$ cat config.mk
export PLATFORM = sky130hd
export DESIGN_NAME = fixed_block_pool_allocator
export DESIGN_NICKNAME = d
export VERILOG_FILES = /design/src/design/fbpa_pkg.sv /design/src/design/fbpa_ram.sv /design/src/design/fbpa_div.sv /design/src/design/fixed_block_pool_allocator.sv
export VERILOG_INCLUDE_DIRS = /design/src /design/src/design
export SDC_FILE = /design/constraint.sdc
export NUM_CORES = 2
export LEC_CHECK = 0
export BUFFER_PORTS_ARGS = -buffer_cell sky130_fd_sc_hd__buf_2
export CAP_MARGIN = 20
export CELL_PAD_IN_SITES_DETAIL_PLACEMENT = 1
export CELL_PAD_IN_SITES_GLOBAL_PLACEMENT = 1
export CORE_UTILIZATION = 40
export DETAILED_ROUTE_END_ITERATION = 8
export HOLD_SLACK_MARGIN = 0.06
export PLACE_DENSITY_LB_ADDON = 0.1
export SYNTH_ARGS = -nofsm -noshare
export SYNTH_HDL_FRONTEND = slang
export SYNTH_HIERARCHICAL = 1
export SYNTH_SLANG_ARGS = --single-unit
$ cat constraint.sdc
create_clock -name i_clk -period 8.46 [get_ports i_clk]
set_input_delay 1.692 -clock i_clk [delete_from_list [all_inputs] [get_ports i_clk]]
set_output_delay 1.692 -clock i_clk [all_outputs]
set_load 0.05 [all_outputs]
$ cat src/design/fixed_block_pool_allocator_macros.svh
// assertion helpers for the block pool allocator
// each expects i_clk and i_rst_n in the scope where it is used
`ifndef FIXED_BLOCK_POOL_ALLOCATOR_MACROS_SVH
`define FIXED_BLOCK_POOL_ALLOCATOR_MACROS_SVH

// condition holds at every edge outside reset
`define FBPA_ASSERT_ALWAYS(lbl, cond, msg) \
    lbl: assert property (@(posedge i_clk) disable iff (!i_rst_n) (cond)) else $error(msg);

// antecedent implies consequent in the same cycle
`define FBPA_ASSERT_IMP(lbl, ante, cons, msg) \
    lbl: assert property (@(posedge i_clk) disable iff (!i_rst_n) (ante) |-> (cons)) else $error(msg);

`endif

$ cat src/design/fbpa_pkg.sv
package fbpa_pkg;

    localparam int OPCODE_W    = 2;
    localparam int REQ_BYTES_W = 17;
    localparam int REQ_ALIGN_W = 13;
    localparam int BSIZE_W     = 17;
    localparam int EBLK_W      = 18;
    localparam int STATUS_W    = 3;
    localparam int CFG_IDX_W   = 2;
    localparam int TOTAL_W     = 32;

    localparam logic [OPCODE_W-1:0] OP_ALLOC   = 2'd0;
    localparam logic [OPCODE_W-1:0] OP_FREE    = 2'd1;
    localparam logic [OPCODE_W-1:0] OP_REBUILD = 2'd2;

    localparam logic [CFG_IDX_W-1:0] CFG_POOL_BASE  = 2'd0;
    localparam logic [CFG_IDX_W-1:0] CFG_BLOCK_SIZE = 2'd1;
    localparam logic [CFG_IDX_W-1:0] CFG_POOL_ALIGN = 2'd2;
    localparam logic [CFG_IDX_W-1:0] CFG_BLOCKS     = 2'd3;

    typedef enum logic [STATUS_W-1:0] {
        ST_OK      = 3'd0,
        ST_ZERO    = 3'd1,
        ST_ALIGN   = 3'd2,
        ST_LARGE   = 3'd3,
        ST_EMPTY   = 3'd4,
        ST_FOREIGN = 3'd5,
        ST_NULL    = 3'd6,
        ST_OVER    = 3'd7
    } t_status;

    typedef struct packed {
        logic done;
        logic exact;
    } t_div_stat;

    // below 8 acts as 8, otherwise highest power of two
    function automatic logic [REQ_ALIGN_W-1:0] eff_align(input logic [REQ_ALIGN_W-1:0] a);
        logic [REQ_ALIGN_W-1:0] p;
        p = REQ_ALIGN_W'(8);
        for (int i = 3; i < REQ_ALIGN_W; i++) begin
            if (a[i]) begin
                p = REQ_ALIGN_W'(1) << i;
            end
        end
        return p;
    endfunction

    // at least 8 bytes, rounded up to the alignment
    function automatic logic [EBLK_W-1:0] eff_block(input logic [BSIZE_W-1:0] bs,
                                                    input logic [REQ_ALIGN_W-1:0] ea);
        logic [EBLK_W-1:0] b;
        logic [EBLK_W-1:0] m;
        b = (bs < BSIZE_W'(8)) ? EBLK_W'(8) : EBLK_W'(bs);
        m = EBLK_W'(ea) - EBLK_W'(1);
        return (b + m) & ~m;
    endfunction

endpackage

$ cat src/design/fbpa_ram.sv
module fbpa_ram #(
    parameter int WIDTH = 8,
    parameter int DEPTH = 256,
    localparam int AW = (DEPTH > 1) ? $clog2(DEPTH) : 1
) (
    input  logic             i_clk,
    input  logic             i_we,
    input  logic [AW-1:0]    i_waddr,
    input  logic [WIDTH-1:0] i_wdata,
    input  logic [AW-1:0]    i_raddr,
    output logic [WIDTH-1:0] o_rdata
);

    logic [WIDTH-1:0] r_mem [DEPTH];
    logic [WIDTH-1:0] r_rdata;

    always_ff @(posedge i_clk) begin
        if (i_we) begin
            r_mem[i_waddr] <= i_wdata;
        end
        r_rdata <= r_mem[i_raddr];
    end

    assign o_rdata = r_rdata;

endmodule

$ cat src/design/fbpa_div.sv
module fbpa_div #(
    parameter int QW  = 8,
    parameter int DVW = 18,
    localparam int DW = QW + DVW
) (
    input  logic                  i_clk,
    input  logic                  i_rst_n,
    input  logic                  i_start,
    input  logic [DW-1:0]         i_dividend,
    input  logic [DVW-1:0]        i_divisor,
    output logic [QW-1:0]         o_quot,
    output fbpa_pkg::t_div_stat   o_stat
);

    import fbpa_pkg::*;

    localparam int CW = $clog2(QW + 1);

    logic [DW-1:0] r_rem;
    logic [DW-1:0] r_dvs;
    logic [QW-1:0] r_quot;
    logic [CW-1:0] r_cnt;
    logic          r_busy;
    logic          r_done;
    logic          w_ge;
    t_div_stat     w_stat;

    // restoring division, one quotient bit a cycle, dividend below 2^QW times divisor
    assign w_ge = (r_rem >= r_dvs);

    always_ff @(posedge i_clk) begin
        if (!i_rst_n) begin
            r_busy <= 1'b0;
            r_done <= 1'b0;
            r_cnt  <= '0;
        end else begin
            r_done <= 1'b0;
            if (i_start) begin
                r_busy <= 1'b1;
                r_cnt  <= CW'(QW);
            end else if (r_busy) begin
                r_cnt <= r_cnt - 1'b1;
                if (r_cnt == CW'(1)) begin
                    r_busy <= 1'b0;
                    r_done <= 1'b1;
                end
            end
        end
    end

    always_ff @(posedge i_clk) begin
        if (i_start) begin
            r_rem  <= i_dividend;
            r_dvs  <= DW'(i_divisor) << (QW - 1);
            r_quot <= '0;
        end else if (r_busy) begin
            if (w_ge) begin
                r_rem <= r_rem - r_dvs;
            end
            r_quot <= (r_quot << 1) | QW'(w_ge);
            r_dvs  <= r_dvs >> 1;
        end
    end

    always_comb begin
        w_stat.done  = r_done;
        w_stat.exact = (r_rem == '0);
    end

    assign o_stat = w_stat;
    assign o_quot = r_quot;

endmodule

$ cat src/design/fixed_block_pool_allocator.sv
// allocate: S_PREP, S_ACHK, S_ARD, S_AADD, S_OUT; S_ACHK goes to S_OUT on a rejection
// free: S_PREP, S_FCHK0, S_FCHK1, S_DIV, S_OUT, the serial divider giving one index bit a cycle
// rebuild and unused opcode: S_PREP, S_OUT; one item at a time, next input taken the cycle
// after its result is registered, result register lets the next item in while it waits
// synchronous active-low reset: default registers, all blocks free, counters and peak zero
`include "fixed_block_pool_allocator_macros.svh"

module fixed_block_pool_allocator #(
    parameter int MAX_BLOCKS = 256,
    parameter int ADDR_BITS  = 32,
    localparam int CNTW  = $clog2(MAX_BLOCKS + 1),
    localparam int IN_W  = ((fbpa_pkg::REQ_BYTES_W + fbpa_pkg::REQ_ALIGN_W + ADDR_BITS + 7)
                            / 8) * 8,
    localparam int OUT_W = ((ADDR_BITS + 3 * CNTW + 2 * fbpa_pkg::TOTAL_W + 7) / 8) * 8,
    localparam int CFG_W = (ADDR_BITS > fbpa_pkg::BSIZE_W) ? ADDR_BITS : fbpa_pkg::BSIZE_W
) (
    input  logic                            i_clk,
    input  logic                            i_rst_n,
    // configuration writes
    input  logic                            i_cfg_valid,
    output logic                            o_cfg_ready,
    input  logic [fbpa_pkg::CFG_IDX_W-1:0]  i_cfg_index,
    input  logic [CFG_W-1:0]                i_cfg_data,
    // requests
    input  logic                            s_axis_tvalid,
    output logic                            s_axis_tready,
    input  logic [IN_W-1:0]                 s_axis_tdata,  // req_bytes, req_alignment, free_address
    input  logic [fbpa_pkg::OPCODE_W-1:0]   s_axis_tuser,  // opcode
    // results
    output logic                            m_axis_tvalid,
    input  logic                            m_axis_tready,
    output logic [OUT_W-1:0]                m_axis_tdata,  // block_address, free_blocks,
                                                           // used_blocks, peak_used,
                                                           // alloc_total, free_total
    output logic [fbpa_pkg::STATUS_W-1:0]   m_axis_tuser   // status
);

    import fbpa_pkg::*;

    localparam int IDXW = (MAX_BLOCKS > 1) ? $clog2(MAX_BLOCKS) : 1;
    localparam int PW   = CNTW + EBLK_W;
    localparam int DW   = IDXW + EBLK_W;
    localparam int CW   = (ADDR_BITS > PW) ? ADDR_BITS : PW;
    localparam int BIU_RST = (MAX_BLOCKS < 256) ? MAX_BLOCKS : 256;

    typedef enum logic [3:0] {
        S_IDLE,
        S_PREP,
        S_ACHK,
        S_ARD,
        S_AADD,
        S_FCHK0,
        S_FCHK1,
        S_DIV,
        S_OUT
    } t_state;

    function automatic logic [CNTW-1:0] nblocks(input logic [CNTW-1:0] v);
        logic [CNTW-1:0] r;
        if (v == '0) begin
            r = CNTW'(1);
        end else if (v > CNTW'(MAX_BLOCKS)) begin
            r = CNTW'(MAX_BLOCKS);
        end else begin
            r = v;
        end
        return r;
    endfunction

    t_state                 r_state;
    logic [OPCODE_W-1:0]    r_op;
    logic [REQ_BYTES_W-1:0] r_bytes;
    logic [REQ_ALIGN_W-1:0] r_ralign;
    logic [ADDR_BITS-1:0]   r_faddr;
    logic [ADDR_BITS-1:0]   r_off;
    logic [REQ_ALIGN_W-1:0] r_ea;
    logic [EBLK_W-1:0]      r_eb;
    logic [CNTW-1:0]        r_n;
    logic [PW-1:0]          r_prod;
    logic [ADDR_BITS-1:0]   r_addr;
    t_status                r_status;
    logic                   r_from_mem;

    logic [CNTW-1:0]        r_top;
    logic [CNTW-1:0]        r_low;
    logic [CNTW-1:0]        r_peak;
    logic [TOTAL_W-1:0]     r_alloc_cnt;
    logic [TOTAL_W-1:0]     r_free_cnt;

    logic [ADDR_BITS-1:0]   r_base;
    logic [BSIZE_W-1:0]     r_bsize;
    logic [REQ_ALIGN_W-1:0] r_palign;
    logic [CNTW-1:0]        r_biu;

    logic                   r_m_tvalid;
    logic [OUT_W-1:0]       r_m_tdata;
    logic [STATUS_W-1:0]    r_m_tuser;

    logic [CNTW-1:0]        w_n;
    logic [CNTW-1:0]        w_top_dec;
    logic [CNTW-1:0]        w_used;
    logic [IDXW-1:0]        w_idx;
    logic [CNTW-1:0]        w_mul_a;
    logic                   w_outside;
    logic                   w_align_bad;
    logic [IDXW-1:0]        w_ram_q;
    logic                   w_ram_we;
    logic                   w_div_start;
    logic [IDXW-1:0]        w_quot;
    t_div_stat              w_div_stat;

    assign w_n       = nblocks(r_biu);
    assign w_top_dec = r_top - 1'b1;
    assign w_used    = w_n - r_top;

    // stack slots below the low mark take their rebuild value, their own index, not the RAM
    assign w_idx     = r_from_mem ? w_ram_q : r_top[IDXW-1:0];
    assign w_mul_a   = (r_state == S_ARD) ? CNTW'(w_idx) : r_n;
    assign w_outside = (CW'(r_off) >= CW'(r_prod));

    assign w_align_bad = (r_ralign == '0)
                      || ((r_ralign & (r_ralign - 1'b1)) != '0)
                      || (r_ralign > r_ea);

    assign w_div_start = (r_state == S_FCHK1) && !w_outside;
    assign w_ram_we    = (r_state == S_DIV) && w_div_stat.done && w_div_stat.exact
                      && (r_top < r_n);

    fbpa_ram #(
        .WIDTH (IDXW),
        .DEPTH (MAX_BLOCKS)
    ) u_stack (
        .i_clk   (i_clk),
        .i_we    (w_ram_we),
        .i_waddr (r_top[IDXW-1:0]),
        .i_wdata (w_quot),
        .i_raddr (w_top_dec[IDXW-1:0]),
        .o_rdata (w_ram_q)
    );

    fbpa_div #(
        .QW  (IDXW),
        .DVW (EBLK_W)
    ) u_div (
        .i_clk      (i_clk),
        .i_rst_n    (i_rst_n),
        .i_start    (w_div_start),
        .i_dividend (DW'(r_off)),
        .i_divisor  (r_eb),
        .o_quot     (w_quot),
        .o_stat     (w_div_stat)
    );

    always_ff @(posedge i_clk) begin
        if (!i_rst_n) begin
            r_state     <= S_IDLE;
            r_m_tvalid  <= 1'b0;
            r_base      <= '0;
            r_bsize     <= BSIZE_W'(64);
            r_palign    <= REQ_ALIGN_W'(16);
            r_biu       <= CNTW'(BIU_RST);
            r_top       <= nblocks(CNTW'(BIU_RST));
            r_low       <= nblocks(CNTW'(BIU_RST));
            r_peak      <= '0;
            r_alloc_cnt <= '0;
            r_free_cnt  <= '0;
        end else begin
            if (i_cfg_valid && o_cfg_ready) begin
                case (i_cfg_index)
                    CFG_POOL_BASE:  r_base   <= i_cfg_data[ADDR_BITS-1:0];
                    CFG_BLOCK_SIZE: r_bsize  <= i_cfg_data[BSIZE_W-1:0];
                    CFG_POOL_ALIGN: r_palign <= i_cfg_data[REQ_ALIGN_W-1:0];
                    CFG_BLOCKS: begin
                        r_biu <= i_cfg_data[CNTW-1:0];
                        r_top <= nblocks(i_cfg_data[CNTW-1:0]);
                        r_low <= nblocks(i_cfg_data[CNTW-1:0]);
                    end
                    default: ;
                endcase
            end

            // in S_OUT the register is reloaded below instead
            if (m_axis_tready && (r_state != S_OUT)) begin
                r_m_tvalid <= 1'b0;
            end

            case (r_state)
                S_IDLE: begin
                    if (s_axis_tvalid) begin
                        r_op     <= s_axis_tuser;
                        r_bytes  <= s_axis_tdata[REQ_BYTES_W-1:0];
                        r_ralign <= s_axis_tdata[REQ_BYTES_W +: REQ_ALIGN_W];
                        r_faddr  <= s_axis_tdata[REQ_BYTES_W + REQ_ALIGN_W +: ADDR_BITS];
                        r_state  <= S_PREP;
                    end
                end
                S_PREP: begin
                    r_ea     <= eff_align(r_palign);
                    r_eb     <= eff_block(r_bsize, eff_align(r_palign));
                    r_n      <= w_n;
                    r_off    <= r_faddr - r_base;
                    r_addr   <= '0;
                    r_status <= ST_OK;
                    case (r_op)
                        OP_ALLOC: r_state <= S_ACHK;
                        OP_FREE:  r_state <= S_FCHK0;
                        OP_REBUILD: begin
                            r_top   <= w_n;
                            r_low   <= w_n;
                            r_state <= S_OUT;
                        end
                        default: r_state <= S_OUT;
                    endcase
                end
                S_ACHK: begin
                    if (r_bytes == '0) begin
                        r_status <= ST_ZERO;
                        r_state  <= S_OUT;
                    end else if (w_align_bad) begin
                        r_status <= ST_ALIGN;
                        r_state  <= S_OUT;
                    end else if (EBLK_W'(r_bytes) > r_eb) begin
                        r_status <= ST_LARGE;
                        r_state  <= S_OUT;
                    end else if (r_top == '0) begin
                        r_status <= ST_EMPTY;
                        r_state  <= S_OUT;
                    end else begin
                        // pop: the read of slot top-1 was issued this cycle
                        r_top      <= w_top_dec;
                        r_from_mem <= (w_top_dec >= r_low);
                        if (w_top_dec < r_low) begin
                            r_low <= w_top_dec;
                        end
                        r_state <= S_ARD;
                    end
                end
                S_ARD: begin
                    r_prod  <= PW'(w_mul_a) * PW'(r_eb);
                    r_state <= S_AADD;
                end
                S_AADD: begin
                    r_addr <= ADDR_BITS'(CW'(r_base) + CW'(r_prod));
                    if (r_alloc_cnt != '1) begin
                        r_alloc_cnt <= r_alloc_cnt + 1'b1;
                    end
                    if (w_used > r_peak) begin
                        r_peak <= w_used;
                    end
                    r_state <= S_OUT;
                end
                S_FCHK0: begin
                    r_prod <= PW'(w_mul_a) * PW'(r_eb);
                    if (r_faddr == '0) begin
                        r_status <= ST_NULL;
                        r_state  <= S_OUT;
                    end else begin
                        r_state <= S_FCHK1;
                    end
                end
                S_FCHK1: begin
                    if (w_outside) begin
                        r_status <= ST_FOREIGN;
                        r_state  <= S_OUT;
                    end else begin
                        r_state <= S_DIV;
                    end
                end
                S_DIV: begin
                    if (w_div_stat.done) begin
                        if (!w_div_stat.exact) begin
                            r_status <= ST_FOREIGN;
                        end else if (r_top >= r_n) begin
                            r_status <= ST_OVER;
                        end else begin
                            r_top <= r_top + 1'b1;
                            if (r_free_cnt != '1) begin
                                r_free_cnt <= r_free_cnt + 1'b1;
                            end
                        end
                        r_state <= S_OUT;
                    end
                end
                S_OUT: begin
                    if (!r_m_tvalid || m_axis_tready) begin
                        r_m_tvalid <= 1'b1;
                        r_m_tdata  <= OUT_W'({r_free_cnt, r_alloc_cnt, r_peak, w_used,
                                              r_top, r_addr});
                        r_m_tuser  <= r_status;
                        r_state    <= S_IDLE;
                    end
                end
                default: r_state <= S_IDLE;
            endcase
        end
    end

    // registers change only between items
    assign o_cfg_ready   = (r_state == S_IDLE);
    assign s_axis_tready = (r_state == S_IDLE);
    assign m_axis_tvalid = r_m_tvalid;
    assign m_axis_tdata  = r_m_tdata;
    assign m_axis_tuser  = r_m_tuser;

    `FBPA_ASSERT_ALWAYS(a_top_in_region, r_top <= w_n, "free count above block count")
    `FBPA_ASSERT_ALWAYS(a_low_mark, r_low <= r_top, "low mark above stack top")
    `FBPA_ASSERT_IMP(a_div_owner, w_div_stat.done, r_state == S_DIV, "divider done while not waiting")
    `FBPA_ASSERT_IMP(a_alloc_step, $past(i_rst_n) && (r_alloc_cnt != $past(r_alloc_cnt)), r_alloc_cnt == $past(r_alloc_cnt) + 1'b1, "allocation count jumped")

endmodule
Word level (Yosys, flattened, before mapping)
Memories as Yosys holds them, arrays and structs flattened. A register that Yosys moved wholly into a read port is not among the register bits.
Index checks and enable logic that the tools add are counted.
- memories: 1
- register bits: 557
- output and inout bits: 134
- memory bits (writable): 2048
- word-level logic and storage cells: 215
- input bits: 105
- bitwise gates (word level): 11
- $lt $le $gt $ge: 12
- multiply operators: 1
- eq/ne operators: 24
- reduce and logical (&&, ||, !) cells: 45
- muxes and demuxes: 76
- add/sub/neg operators: 12
- memories (name ; words ; bits a word ; read ports ; clocked after memory_dff ; write ports ; RTL line ; text):
    u_stack.r_mem ; 256 ; 8 ; 1 ; 1 ; 1 ; fbpa_ram.sv:14 ; logic [WIDTH-1:0] r_mem [DEPTH];
- operators with widths (operator ; number):
    2-to-1 mux 9 bit ; 23
    2-to-1 mux 13 bit ; 10
    2-to-1 mux 26 bit ; 3
    adder 32 x 1 -> 32 bit (second input constant) ; 2
    != test 32 bit (second input constant) ; 2
    case mux 32 bit (2 select lines) ; 1
    2-to-1 mux 25 bit ; 2
    2-to-1 mux 4 bit ; 11
    case mux 4 bit (9 select lines) ; 1
    adder 32 x 27 -> 32 bit ; 1
    >= comparator 32 x 27 -> 1 bit ; 1
    logical NOT 32 bit ; 1
    subtractor 32 bit ; 1
    logical NOT 9 bit ; 3
    multiplier 9 x 18 -> 27 bit ; 1
    2-to-1 mux 3 bit ; 9
    case mux 9 bit (3 select lines) ; 1
    >= comparator 26 x 25 -> 1 bit ; 1
    logical NOT 26 bit ; 1
    subtractor 26 x 25 -> 26 bit ; 1
    AND reduction 2 bit ; 10
    adder 17 x 18 -> 18 bit ; 1
    bitwise AND 18 bit ; 1
    >= comparator 9 bit ; 2
    50 further kinds ; 91

Depth between registers and ports, before layout
- depth in word-level cells: 14
- mapped depth: 26
- gate-level depth less buffers: 24

By module
Netlist, hierarchy kept.
- by module, submodules not included (module ; cells each ; sequential area each (um2) ; times used ; area each (um2)):
    fbpa_ram ; 3733 ; 61659.1 ; 1 ; 79556.3
    fixed_block_pool_allocator ; 2773 ; 12752.2 ; 1 ; 27870.5
    fbpa_div ; 499 ; 1741.7 ; 1 ; 4405.5

Worst setup path after synthesis
OpenSTA, ideal clock, no wires.
- path kind: input-to-reg
- from: in i_rst_n
- to: reg r_m_tdata[0], in the netlist m_axis_tdata[0] (enable)
- library setup time: 0.612 ns
- cell stages on the path: 4
- data arrival time: 7.490 ns
- path buffers: 2
- data required time: 7.848 ns
- path slack: 0.357 ns
- cell sequence: clkbuf_1 > clkbuf_1 > nand2_1 > nor2_1
- longest elaborated chain between the ends: 1
- RTL lines (item ; RTL line ; text):
    start: declaration ; fixed_block_pool_allocator.sv:18 ; input logic i_rst_n,
    AND reduction 3 bit (no source line) ; n/a ;
    end signal: assignment ; fixed_block_pool_allocator.sv:287 ; r_m_tdata <= OUT_W'({r_free_cnt, r_alloc_cnt, r_peak, w_used,
    end: declaration ; fixed_block_pool_allocator.sv:96 ; logic [OUT_W-1:0] r_m_tdata;
Every way passes these cells.
A chain may end at the register's enable or synchronous reset.

Worst setup path after layout
- from: reg r_state[1]
- to: reg r_prod[25], data pin
- longest elaborated chain between the ends: 3
- RTL lines (item ; RTL line ; text):
    start: declaration ; fixed_block_pool_allocator.sv:70 ; t_state r_state;
    start signal: assignment ; fixed_block_pool_allocator.sv:156 ; r_state <= S_IDLE;
    start signal: assignment ; fixed_block_pool_allocator.sv:194 ; r_state <= S_PREP;
    start signal: assignment ; fixed_block_pool_allocator.sv:205 ; OP_ALLOC: r_state <= S_ACHK;
    == test 4 x 2 -> 1 bit ; fixed_block_pool_allocator.sv:118, fixed_block_pool_allocator.sv:187 ;
    2-to-1 mux 9 bit ; fixed_block_pool_allocator.sv:118 ; assign w_mul_a = (r_state == S_ARD) ? CNTW'(w_idx) : r_n;
    multiplier 9 x 18 -> 27 bit ; fixed_block_pool_allocator.sv:239, fixed_block_pool_allocator.sv:253 ;
    end signal: assignment ; fixed_block_pool_allocator.sv:239 ; r_prod <= PW'(w_mul_a) * PW'(r_eb);
    end signal: assignment ; fixed_block_pool_allocator.sv:253 ; r_prod <= PW'(w_mul_a) * PW'(r_eb);
    end: declaration ; fixed_block_pool_allocator.sv:79 ; logic [PW-1:0] r_prod;
Every way passes these cells.

==> impl_metrics.json <==
{
  "outcome": "complete, no violations",
  "ys_seq_area_frac": 0.681,
  "tightest_slew_ns": 1.31,
  "num_rows": 193,
  "htree_levels": 5,
  "syn_area_per_cell_um2": 16.0,
  "synth.distinct_cells": 107,
  "cts_made_buffers": 297,
  "reg2regPathDepth": 23,
  "drt-pass1-iter-count": 5,
  "cp_num_cells": 23,
  "clk-insertion-delay-late_ns": 0.91,
  "wirelength_mm": 328,
  "fin_skew_ns": 0.0366,
  "cts_setup_buffers": 0,
  "hold_violations": 0,
  "area_growth_pct": 13.3,
  "critical_path_peak_fanout": 28,
  "period_needed_ns": 7.29,
  "cts_tree": "yes",
  "cp_slowest_cell": "a21oi_1",
  "tns_ns": 0,
  "wl_per_cell_um": 29.1,
  "grt_max_degree": 193,
  "crit_path_frequent_cell": "fa_1",
  "powerDensity_mw_per_mm2": 259,
  "cts-resized-gates": 0,
  "drcViolationCount": 0,
  "top_level_ports": 239,
  "start_kind": "register",
  "worstPathBufferInverterCount": 4,
  "die_w_um": 531,
  "grt_pass1_vias": 66580,
  "vias": 63996,
  "die_h_um": 531,
  "dp_hpwl_mm": 215,
  "cap_violations": 0,
  "grt_setup_unrepaired": "no",
  "viasPerCell": 5.68,
  "critical_path_arrival_ns": 7.93,
  "grt.total_usage": 0.231,
  "setup_ws_ns": 1.17,
  "drtIter0Drc": 5312,
  "holdBufCountCts": 0,
  "post-route-period-util": 0.861,
  "start_util": 0.403,
  "place_congestion": 0.842,
  "fmax_ghz": 0.137,
  "crit_family": "adder cells",
  "pre_cts_ws_ns": 1.06,
  "ys.flop_type": "edfxtp_1",
  "final_net_count": 7753,
  "setup_viol": 0,
  "dpl.cell_count": 10725,
  "worstPathCellList": "nand2b_1, nor3_2, buf_4, nor2_1, a21oi_1, nand2_1, fa_1, inv_1, fa_1, fa_1, inv_1, fa_1, inv_1, ha_1, a21o_1, nand2_1, a31oi_1, a221o_1, a21boi_0, o21bai_1, a211oi_1, a21oi_1, xnor2_1",
  "netlist_area_mm2": 0.112,
  "antenna_found_initial": 12,
  "portBuffers": 231,
  "coreArea_mm2": 0.277,
  "dieArea_mm2": 0.282,
  "ant_nets": 0,
  "leakage_nw": 43.7,
  "end_kind": "register",
  "slew_headroom": 0.121,
  "synthCells": 7005,
  "synth-edff-count": 2408,
  "cpPeakStageDelay_ns": 0.82,
  "clockBufferDepth": 4,
  "drive_gt1_frac": 0.175,
  "drv_slew": 0,
  "synth_seq_cells": 2600,
  "min_path_cells": 0,
  "root_buffer": "clkbuf_16",
  "async_reset_ff_frac": 0,
  "hold_path_class": "reg -> reg",
  "grt_pass1_wl_mm": 474,
  "peakVddDrop_v": 0.000178,
  "clkTransAtPathRegs_ns": 0.06,
  "gr-total-overflow": 0,
  "finalNonFillerCells": 11263,
  "ys_warn_count": 6,
  "cts.sinks": 2600,
  "critical_path_required_ns": 9.10,
  "critPathKind": "reg -> reg"
}
==> routing by layer <==
layer / vias up / part of all wire / track usage
li1: 27850 / - / -
met5: - / 0.00011 / 0
met4: 6 / 0.030 / 0.0695
met3: 447 / 0.049 / 0.0282
met1: 33982 / 0.44 / 0.319
met2: 1711 / 0.48 / 0.382
==> synthesized netlist by cell type, types with 13 or more instances <==
master / instances / area, µm²
edfxtp_1: 2408 / 72300
nor2_1: 587 / 2200
mux4_2: 454 / 10200
nand2_1: 384 / 1440
inv_1: 323 / 1210
a21oi_1: 298 / 1490
ha_1: 229 / 2870
clkbuf_1: 206 / 773
dfxtp_1: 192 / 3840
mux2i_1: 182 / 1820
a22oi_1: 143 / 1070
o21ai_0: 123 / 616
nand3_1: 100 / 500
fa_1: 96 / 1920
nor3_1: 96 / 480
xnor2_1: 93 / 815
nor2b_1: 64 / 400
xor2_1: 58 / 508
nor4_1: 56 / 350
nand4_1: 54 / 338
nand2b_1: 52 / 325
o221ai_1: 51 / 447
buf_2: 44 / 220
a211oi_1: 40 / 300
a21o_1: 40 / 300
o211ai_1: 38 / 285
and3_1: 36 / 225
and2_1: 34 / 213
buf_4: 34 / 255
o22ai_1: 34 / 213
buf_1: 33 / 124
or3_1: 30 / 188
o21a_1: 26 / 195
o31ai_1: 26 / 195
a31oi_1: 22 / 138
buf_6: 22 / 248
a221oi_1: 19 / 166
and4_1: 17 / 149
nor3b_1: 14 / 105
buf_8: 13 / 195
==> sequential cells by signal (all words and copies together) (netlist names), 10 cells and up <==
register,flops
r_alloc_cnt,32
r_prod,24
u_stack/r_mem,2048
m_axis_tdata,123
r_eb,15
r_bsize,17
r_faddr,32
r_ralign,13
r_off,32
u_div/r_rem,26
r_bytes,17
r_ea,10
r_base,32
r_free_cnt,32
r_addr,32
u_div/r_dvs,25
==> kinds of logic (layout without fill, tap and decap cells) <==
logic type	count (synthesis)	in the layout	share of synthesized area
flops	2600	2600	0.681
simple gates	1589	1589	0.0669
compound gates	1009	1009	0.0602
buf+inv	687	1228	0.0287
mux	642	642	0.109
fa+ha+maj	326	326	0.0429
xor+xnor	151	151	0.0118
other cells	1	13	0.0000335
==> final cells by class <==
type	instances	area, µm²
Clock buffer	376	7970
Inverter	326	1240
Clock inverter	154	1530
Fill cell	26911	151000
Sequential cell	2600	76200
Antenna cell	4	10.0
Timing Repair Buffer	372	2400
Multi-Input combinational cell	3726	32700
Tap cell	3705	4640
==> cell usage in the layout (no fill, tap or decap), drive strengths merged, types with 36 or more instances in the layout <==
| cell type | instances |
|---|---|
| a211oi | 40 |
| a21o | 40 |
| a21oi | 303 |
| a22oi | 143 |
| and3 | 36 |
| buf | 372 |
| clkbuf | 376 |
| clkinv | 114 |
| dfxtp | 192 |
| edfxtp | 2408 |
| fa | 96 |
| ha | 229 |
| inv | 335 |
| mux2i | 182 |
| mux4 | 456 |
| nand2 | 384 |
| nand2b | 52 |
| nand3 | 100 |
| nand4 | 55 |
| nor2 | 589 |
| nor2b | 64 |
| nor3 | 96 |
| nor4 | 60 |
| o211ai | 38 |
| o21ai | 136 |
| o221ai | 52 |
| xnor2 | 93 |
| xor2 | 58 |
==> path summary, 6_finish.rpt <==
path | slack [ns] | end | start
hold reg to reg | 0.39 | m_axis_tdata[6] | r_addr[6]
setup reg to reg | 1.17 | r_prod[25] | r_state[1]
hold / removal | 0.39 | m_axis_tdata[6] | r_addr[6]
setup / recovery | 1.17 | r_prod[25] | r_state[1]
==> report_power, final <==
group	internal (mW)	total (mW)	switching [mW]
Combinational	1.90	5.81	3.91
Clock	7.39	12.7	5.29
Sequential	14.2	14.4	0.132
Total	23.5	32.9	9.32
==> per-stage QoR <==
step | hold WS, ns | utilization | power (mW) | cell area, µm²
final | 0.395 | 0.457 | 32.9 | 127000
after global routing | 0.401 | 0.457 | 34.0 | 127000
after global placement | 0.402 | 0.422 | 20.4 | 117000
after detailed placement | 0.406 | 0.422 | 20.5 | 117000
after CTS | 0.396 | 0.457 | 33.2 | 127000
after floorplan | 0.400 | - | 18.1 | 112000
Power figures use the tool's default switching activity.
